[src/design/sdtq_pkg.sv]
// sdtq_pkg: widths, entry and control types, and chain commands shared
// by the timer queue cells and the top level. No dependencies.
`timescale 1ns / 1ps
package sdtq_pkg;

	localparam int CAPACITY = 16;
	localparam int SLOT_W   = $clog2(CAPACITY);
	localparam int TAG_W    = 8;
	localparam int DL_W     = 56;
	localparam int PER_W    = 40;

	// chain commands
	localparam logic [1:0] CMD_HOLD = 2'd0;
	localparam logic [1:0] CMD_INS  = 2'd1;
	localparam logic [1:0] CMD_POP  = 2'd2;
	localparam logic [1:0] CMD_MARK = 2'd3;

	typedef struct packed {
		logic [DL_W-1:0]   deadline;
		logic [TAG_W-1:0]  tag;
		logic [SLOT_W-1:0] slot;
		logic [PER_W-1:0]  period;
	} payload_t;

	typedef struct packed {
		logic     valid;
		logic     pend;
		payload_t pay;
	} entry_t;

	typedef struct packed {
		logic [1:0]      cmd;
		payload_t        new_pay;
		logic [DL_W-1:0] now;
	} cell_ctrl_t;

endpackage

[src/design/sdtq_cell.sv]
// sdtq_cell: one place of the sorted timer chain. Holds one entry, compares
// it with the entry being inserted and shifts to or from its neighbours.
// Depends on sdtq_pkg.
`timescale 1ns / 1ps
module sdtq_cell (
	input  logic               clk,
	input  logic               arst_n,
	input  sdtq_pkg::cell_ctrl_t ctrl,
	input  sdtq_pkg::entry_t   prev_ent,
	input  logic               prev_go,
	input  sdtq_pkg::entry_t   next_ent,
	output sdtq_pkg::entry_t   ent,
	output logic               go
);

	logic               valid_q;
	logic               pend_q;
	sdtq_pkg::payload_t pay_q;
	sdtq_pkg::entry_t   ent_d;
	logic               less;

	assign ent = '{valid: valid_q, pend: pend_q, pay: pay_q};

	// key order: deadline, then tag, then slot
	always_comb begin
		if (ctrl.new_pay.deadline != pay_q.deadline) begin
			less = ctrl.new_pay.deadline < pay_q.deadline;
		end else if (ctrl.new_pay.tag != pay_q.tag) begin
			less = ctrl.new_pay.tag < pay_q.tag;
		end else begin
			less = ctrl.new_pay.slot < pay_q.slot;
		end
	end

	// a fresh entry never goes ahead of one still waiting to fire
	assign go = !valid_q || (!pend_q && less);

	always_comb begin
		ent_d = ent;
		case (ctrl.cmd)
			sdtq_pkg::CMD_INS: begin
				if (go) begin
					if (prev_go) begin
						ent_d = prev_ent;
					end else begin
						ent_d.valid = 1'b1;
						ent_d.pend  = 1'b0;
						ent_d.pay   = ctrl.new_pay;
					end
				end
			end
			sdtq_pkg::CMD_POP: begin
				ent_d = next_ent;
			end
			sdtq_pkg::CMD_MARK: begin
				ent_d.pend = valid_q && (pay_q.deadline <= ctrl.now);
			end
			default: begin
				ent_d = ent;
			end
		endcase
	end

	always_ff @(posedge clk or negedge arst_n) begin
		if (!arst_n) begin
			valid_q <= 1'b0;
			pend_q  <= 1'b0;
		end else begin
			valid_q <= ent_d.valid;
			pend_q  <= ent_d.pend;
		end
	end

	always_ff @(posedge clk) begin
		pay_q <= ent_d.pay;
	end

endmodule

[config.mk]
export PLATFORM = sky130hd
export DESIGN_NAME = sdtq_cell
export DESIGN_NICKNAME = d
export VERILOG_FILES = /design/src/design/sdtq_pkg.sv /design/src/design/sdtq_cell.sv
export SDC_FILE = /design/constraint.sdc
export NUM_CORES = 1
export LEC_CHECK = 0
export BUFFER_PORTS_ARGS = -buffer_cell sky130_fd_sc_hd__buf_2
export CORE_AREA = 2 2 194 196
export DETAILED_ROUTE_END_ITERATION = 8
export DIE_AREA = 0 0 196 198
export PLACE_DENSITY = 0.53
export SLEW_MARGIN = 20
export SYNTH_ARGS = -nofsm -noshare
export SYNTH_HDL_FRONTEND = slang
export SYNTH_SLANG_ARGS = --single-unit
[constraint.sdc]
create_clock -name clk -period 12.13 [get_ports clk]
set_input_delay 2.426 -clock clk [delete_from_list [all_inputs] [get_ports clk]]
set_output_delay 2.426 -clock clk [all_outputs]
set_load 0.02 [all_outputs]
==> impl_metrics.env, run 1 <==
export IMPL_cts_hold_buf=0
export IMPL_final_fill_count=3955
export IMPL_worst_ep_arrival_ns=4.48
export IMPL_synth_cell_types=45
export IMPL_final_hold_viol_count=0
export IMPL_netlist_instances=926
export IMPL_worst_slew_pin_transition_ns=0.9293
export IMPL_layout_cell_share_with_drive_strength_beyond_1_pct=37.74
export IMPL_height_of_the_die_um=198
export IMPL_final_cell_count_no_fill=1887
export IMPL_synth_seq_area_share_pct=37.58
export IMPL_placement_setup_worst_slack_ns=5.174
export IMPL_cts_resized=0
export IMPL_cts_max_level=3
export IMPL_power_density_nw_per_um2=100.7
export IMPL_setup_slack_of_the_worst_register_to_register_path_ns=8.14
export IMPL_first_global_vias=8725
export IMPL_timing_critical_path_mode_cell="sky130_fd_sc_hd__buf_2"
export IMPL_status="finished, final reports clean"
export IMPL_area_growth_synth_to_final_pct=37.49
export IMPL_antenna_left=0
export IMPL_power_frac_seq_pct=41.5
export IMPL_p_leak_nw=6.208
export IMPL_finalSetupViolCount=0
export IMPL_final_design_area_no_fill_um2=12050
export IMPL_switching_power_uw=433.7
export IMPL_gp_routability_congestion=0.8965
export IMPL_power_frac_clock_pct=26.1
export IMPL_syn_avg_cell_area_um2=9.464
export IMPL_port_buffer_count=499
export IMPL_tritoncts="done"
export IMPL_family_of_cells_with_the_greatest_summed_delay_on_the_critical_path="compound AO/OA/AOI/OAI gates"
export IMPL_drc_errors_left=0
export IMPL_grt_total_usage_pct=17.23
export IMPL_critical_path_peak_fanout=3
export IMPL_number_of_flops_mapped_to_enable_cells_by_yosys=108
export IMPL_grt_overflow_total=0
export IMPL_post_cts_repair_setup_buffers=0
export IMPL_cp_cell_instances="buf_2 > ha_1 > a21oi_1 > o21ai_0 > a221oi_1 > o21ai_1 > nor4_2 > o211ai_2 > nand2_2 > buf_2"
export IMPL_vias=8492
export IMPL_fp_coreArea_um2=36960
export IMPL_clk_lat_worst_skew_ns=0.39
export IMPL_final_period_minus_worst_setup_slack_ns=6.903
export IMPL_clk_root_buffer_cell="sky130_fd_sc_hd__clkbuf_16"
export IMPL_clock_fmax_ghz=0.1449
export IMPL_fin_skew_ns=0.01947
export IMPL_avgRoutedWirePerCell_um=18.04
export IMPL_timing_critical_path_to_type="primary output"
export IMPL_die_w_um=196
export IMPL_fin_util_pct=32.60
export IMPL_synth_warnings=0
export IMPL_rsz_0062_raised_after_global_routing="no"
export IMPL_share_of_flip_flops_with_an_asynchronous_set_or_reset_pct=1.818
export IMPL_dr_pass1_iters=4
export IMPL_p_comb_share_pct=32.4
export IMPL_initial_core_util_pct=23.71
export IMPL_setup_ws_ns=5.227
export IMPL_relSlewSlack_pct=38.04
export IMPL_postSynthRegisterBits=110
export IMPL_number_of_cell_rows=71
export IMPL_dp_area_um2=11750
export IMPL_worstSetupPathType="input port to primary output"
export IMPL_ios=500
export IMPL_mappedNetlistArea_um2=8763
export IMPL_detailed_place_hpwl_um=28570
export IMPL_critical_path_n_buffers_inverters=2
export IMPL_cellInternalPower_uw=779.2
export IMPL_drt_total_wl_um=34050
export IMPL_synth_main_ff_cell="sky130_fd_sc_hd__edfxtp_1"
export IMPL_timing_final_crit_share_pct=56.91
export IMPL_cp_start_kind="input port"
export IMPL_antenna_found_initial=7
export IMPL_sw_frac_of_total_pct=35.76
export IMPL_clock_tree_buffer_depth=2
export IMPL_largest_net_degree_at_the_start_of_global_routing=99
export IMPL_final_setup_tns_ns=0
export IMPL_grt_first_pass_wirelength_um=49940
export IMPL_hold_path_class="flop to flop"
export IMPL_net_count_after_synthesis=1438
export IMPL_vias_per_cell=4.500
export IMPL_timing_max_cap_violations=0
export IMPL_critPathRequiredTime_ns=9.70
export IMPL_die_area_um2=38810
export IMPL_clkSinkCount=110
export IMPL_worst_setup_hold_path_clk_slew_ns=0.09
export IMPL_placed_cells_incl_taps=1865
export IMPL_ir_drop_mv=0.07749
export IMPL_finish_net_count=1914
export IMPL_maxSlewViolCount=0
export IMPL_critPathMaxStageDelay_ns=0.31
export IMPL_initialDrtViolationCount=245
export IMPL_cts_buffers=9
export IMPL_critical_path_slowest_cell="sky130_fd_sc_hd__ha_1"
## per-stage QoR
stage	hold slack (ns)	power, mW
after CTS	0.6910	1.233
after global placement	0.6668	0.9036
after global routing	0.7462	1.290
after detailed placement	0.6786	0.9100
final	0.6905	1.213
after floorplan	0.5536	0.7326
## layer usage
metal,vias to the layer above,GRT usage (%),wire [um]
li1,4283,-,-
met1,3871,20.16,14150
met2,306,30.13,16780
met3,30,4.923,2398
met4,2,6.061,708
met5,-,0,13
## worst paths after layout
path | start | endpoint | depth (start not counted)
min in group asynchronous | arst_n | pend_q | 1
worst min register to register | valid_q | valid_q | 2
worst min-delay path | valid_q | valid_q | 2
worst max register to register | ent[95] | ent[36] | 11
worst max-delay path | ctrl[151] | go | 10
max in group asynchronous | arst_n | valid_q | 1
## sequential cells by signal (all words and copies together), names as in the netlist
register and count:
pend_q 1, ent 108, valid_q 1
## power groups by stage
stage	clock network (mW)	registers (mW)	logic, mW
6_report	0.316	0.503	0.393
3_5_place_dp	0	0.512	0.398
4_1_cts	0.329	0.504	0.400
3_3_place_gp	0	0.511	0.392
2_1_floorplan	0	0.553	0.180
5_1_grt	0.338	0.508	0.444
## worst register-to-register path, cell delays in order, from the launching register on
cell	delay, ns
sky130_fd_sc_hd__edfxtp_1	0.44
sky130_fd_sc_hd__inv_1	0.08
sky130_fd_sc_hd__ha_1	0.24
sky130_fd_sc_hd__a21oi_1	0.13
sky130_fd_sc_hd__o21ai_0	0.16
sky130_fd_sc_hd__a221oi_1	0.30
sky130_fd_sc_hd__o21ai_1	0.23
sky130_fd_sc_hd__nor4_2	0.29
sky130_fd_sc_hd__o211ai_2	0.18
sky130_fd_sc_hd__nand2_2	0.13
sky130_fd_sc_hd__a21o_4	0.70
sky130_fd_sc_hd__buf_4	0.68
## final cells by class
| class | count | area [um^2] | area share, % |
|---|---|---|---|
| multi-input cells | 650 | 4845 | 40.21 |
| flip-flops and latches | 110 | 3293 | 27.33 |
| repair buffers | 503 | 2534 | 21.03 |
| well taps | 474 | 593.1 | 4.922 |
| inverters | 128 | 480.5 | 3.988 |
| clock buffers | 9 | 225.2 | 1.869 |
| clock inverters | 7 | 63.81 | 0.5296 |
| diodes | 6 | 15.01 | 0.1246 |
## kinds of logic after synthesis
logic type,share of synthesized area [%]
AOI/OAI and AO/OA,14.19
and+or+nand+nor,10.79
buffers and inverters,7.310
adders and majority gates,17.56
muxes,12.56
DFF,37.58
## synth_stat cells (8+ instances only)
cell,number,share of area (%)
sky130_fd_sc_hd__a21o_1,17,1.5
sky130_fd_sc_hd__a21oi_1,49,2.8
sky130_fd_sc_hd__buf_2,8,0.46
sky130_fd_sc_hd__clkbuf_1,23,0.99
sky130_fd_sc_hd__edfxtp_1,108,37
sky130_fd_sc_hd__ha_1,123,18
sky130_fd_sc_hd__inv_1,128,5.5
sky130_fd_sc_hd__mux2i_1,110,13
sky130_fd_sc_hd__nand2_1,125,5.4
sky130_fd_sc_hd__nand3_1,11,0.63
sky130_fd_sc_hd__nand4_1,24,1.7
sky130_fd_sc_hd__o21ai_0,123,7.0
## layout by cell type (no fill, tap or decap), types with 16 or more instances in the layout
master | Yosys | layout
sky130_fd_sc_hd__a21o_1 | 17 | 16
sky130_fd_sc_hd__a21oi_1 | 49 | 49
sky130_fd_sc_hd__buf_2 | 8 | 498
sky130_fd_sc_hd__edfxtp_1 | 108 | 108
sky130_fd_sc_hd__ha_1 | 123 | 123
sky130_fd_sc_hd__inv_1 | 128 | 128
sky130_fd_sc_hd__mux2i_1 | 110 | 110
sky130_fd_sc_hd__nand2_1 | 125 | 125
sky130_fd_sc_hd__nand4_1 | 24 | 24
sky130_fd_sc_hd__o21ai_0 | 123 | 123
No activity file was read; power rests on OpenSTA's default activity.
==> run 2, diff against run 1 <==
Settings changed: CORE_AREA 2 2 194 196 to 2 2 195 197, DIE_AREA 0 0 196 198 to 0 0 197 199, PLACE_DENSITY 0.53 to 0.52.
Clock period 12.13 ns to 6.6 ns, I/O delays scaled along.
==> impl_metrics.env, run 2 (same netlist as run 1, synthesis figures left out) <==
export IMPL_multiInputGateArea_um2=4845
export IMPL_critical_path_n_buffers_inverters=2
export IMPL_timing_max_cap_violations=0
export IMPL_p_leak_nw=6.218
export IMPL_family_of_cells_with_the_greatest_summed_delay_on_the_critical_path="compound AO/OA/AOI/OAI gates"
export IMPL_largest_net_degree_at_the_start_of_global_routing=95
export IMPL_initial_core_util_pct=23.60
export IMPL_finish_net_count=1915
export IMPL_worst_slew_pin_transition_ns=0.9513
export IMPL_power_density_nw_per_um2=184.2
export IMPL_sw_frac_of_total_pct=35.55
export IMPL_dp_area_um2=11770
export IMPL_antenna_found_initial=15
export IMPL_detailed_place_hpwl_um=29460
export IMPL_drc_errors_left=0
export IMPL_vias_per_cell=4.524
export IMPL_grt_total_usage_pct=17.68
export IMPL_cts_max_level=3
export IMPL_switching_power_uw=790.7
export IMPL_layout_cell_share_with_drive_strength_beyond_1_pct=37.71
export IMPL_vias=8536
export IMPL_cts_buffers=9
export IMPL_clock_tree_buffer_depth=2
export IMPL_drt_total_wl_um=34920
export IMPL_critPathMaxStageDelay_ns=0.31
export IMPL_p_comb_share_pct=32.8
export IMPL_final_setup_tns_ns=0
export IMPL_critical_path_slowest_cell="sky130_fd_sc_hd__ha_1"
export IMPL_grt_first_pass_wirelength_um=51560
export IMPL_cp_cell_instances="buf_2 > ha_1 > a21oi_1 > o21ai_0 > a221oi_1 > o21ai_1 > nor4_2 > o211ai_2 > nand2_2 > buf_2"
export IMPL_die_w_um=197
export IMPL_rsz_0062_raised_after_global_routing="no"
export IMPL_avgRoutedWirePerCell_um=18.51
export IMPL_worstSetupPathType="input port to primary output"
export IMPL_final_period_minus_worst_setup_slack_ns=4.589
export IMPL_relSlewSlack_pct=36.45
export IMPL_clk_lat_worst_skew_ns=0.39
export IMPL_fp_coreArea_um2=37130
export IMPL_worst_setup_hold_path_clk_slew_ns=0.08
export IMPL_number_of_cell_rows=71
export IMPL_port_buffer_count=499
export IMPL_initialDrtViolationCount=262
export IMPL_cts_resized=0
export IMPL_mostFrequentLayoutCell="sky130_fd_sc_hd__buf_2"
export IMPL_fin_skew_ns=0.01772
export IMPL_sequential_cell_area_um2=3293
export IMPL_final_hold_viol_count=0
export IMPL_power_frac_seq_pct=41.4
export IMPL_gp_routability_congestion=0.8716
export IMPL_mostFrequentLayoutCells="sky130_fd_sc_hd__buf_2 (498), sky130_fd_sc_hd__inv_1 (128), sky130_fd_sc_hd__nand2_1 (125), sky130_fd_sc_hd__o21ai_0 (123), sky130_fd_sc_hd__ha_1 (123)"
export IMPL_area_growth_synth_to_final_pct=37.78
export IMPL_maxSlewViolCount=0
export IMPL_hold_path_class="flop to flop"
export IMPL_first_global_vias=8686
export IMPL_critPathRequiredTime_ns=5.28
export IMPL_finalSetupViolCount=0
export IMPL_timing_critical_path_to_type="primary output"
export IMPL_ir_drop_mv=0.1330
export IMPL_critical_path_peak_fanout=3
export IMPL_clk_root_buffer_cell="sky130_fd_sc_hd__clkbuf_16"
export IMPL_power_frac_clock_pct=25.8
export IMPL_die_area_um2=39200
export IMPL_cp_start_kind="input port"
export IMPL_antenna_left=0
export IMPL_clkSinkCount=110
export IMPL_final_design_area_no_fill_um2=12070
export IMPL_height_of_the_die_um=199
export IMPL_cts_hold_buf=0
export IMPL_dr_pass1_iters=4
export IMPL_timing_final_crit_share_pct=69.53
export IMPL_status="finished, final reports clean"
export IMPL_post_cts_repair_setup_buffers=0
export IMPL_worst_hold_slack_ns=0.7049
export IMPL_grt_overflow_total=0
export IMPL_largest_register_ff_count=108
export IMPL_clock_fmax_ghz=0.2179
export IMPL_worst_ep_arrival_ns=3.27
export IMPL_tritoncts="done"
export IMPL_cellInternalPower_mw=1.433
export IMPL_timing_critical_path_mode_cell="sky130_fd_sc_hd__buf_2"
export IMPL_ios=500
export IMPL_final_fill_count=3978
==> run 2: cell type report <==
class | count | share of cell area [%]
repair buffers | 504 | 21.15
flip-flops and latches | 110 | 27.27
diodes | 5 | 0.1036
multi-input cells | 650 | 40.12
clock inverters | 7 | 0.5907
well taps | 474 | 4.912
inverters | 128 | 3.979
clock buffers | 9 | 1.865
==> run 2: stage by stage <==
stage	setup slack, ns	util [%]	std cells	power [mW]
after floorplan	1.129	-	926	1.347
after global placement	1.887	31.68	1866	1.670
after detailed placement	1.942	31.68	1866	1.679
after CTS	1.941	32.48	1882	2.269
after global routing	1.828	32.50	1884	2.373
final	2.011	32.52	1887	2.224
==> run 2: worst reg2reg max path, stage by stage, from the launching register on <==
cell	delay, ns
sky130_fd_sc_hd__edfxtp_1	0.47
sky130_fd_sc_hd__inv_1	0.09
sky130_fd_sc_hd__ha_1	0.24
sky130_fd_sc_hd__a21oi_1	0.13
sky130_fd_sc_hd__o21ai_0	0.14
sky130_fd_sc_hd__a221oi_1	0.27
sky130_fd_sc_hd__o21ai_1	0.18
sky130_fd_sc_hd__nor4_2	0.28
sky130_fd_sc_hd__o211ai_2	0.18
sky130_fd_sc_hd__nand2_2	0.12
sky130_fd_sc_hd__a21o_4	0.63
sky130_fd_sc_hd__buf_12	0.41
==> run 2: power by group through the flow <==
stage,Clock [mW],Combinational [mW],Sequential [mW]
finish,0.573,0.730,0.921
global route,0.618,0.822,0.932
CTS,0.603,0.743,0.923
detailed placement,0,0.740,0.939
global placement,0,0.731,0.938
floorplan,0,0.331,1.02
==> run 2: path summary, 6_finish.rpt <==
| path | from | to | slack [ns] | cells after the start |
|---|---|---|---|---|
| max | ctrl[149] | go | 2.01 | 10 |
| min | valid_q | valid_q | 0.70 | 2 |
| max reg2reg | ent[95] | ent[107] | 3.06 | 11 |
| min reg2reg | valid_q | valid_q | 0.70 | 2 |
| max in group asynchronous | arst_n | pend_q | 5.80 | 1 |
| min in group asynchronous | arst_n | valid_q | 0.71 | 1 |
==> run 2: layer usage <==
layer,vias to the layer above,share of wire (%),track usage (%)
li1,4291,-,-
met1,3851,40,20.16
met3,51,8.0,5.392
met4,12,2.1,5.569
met5,-,0.23,0
met2,331,50,31.58
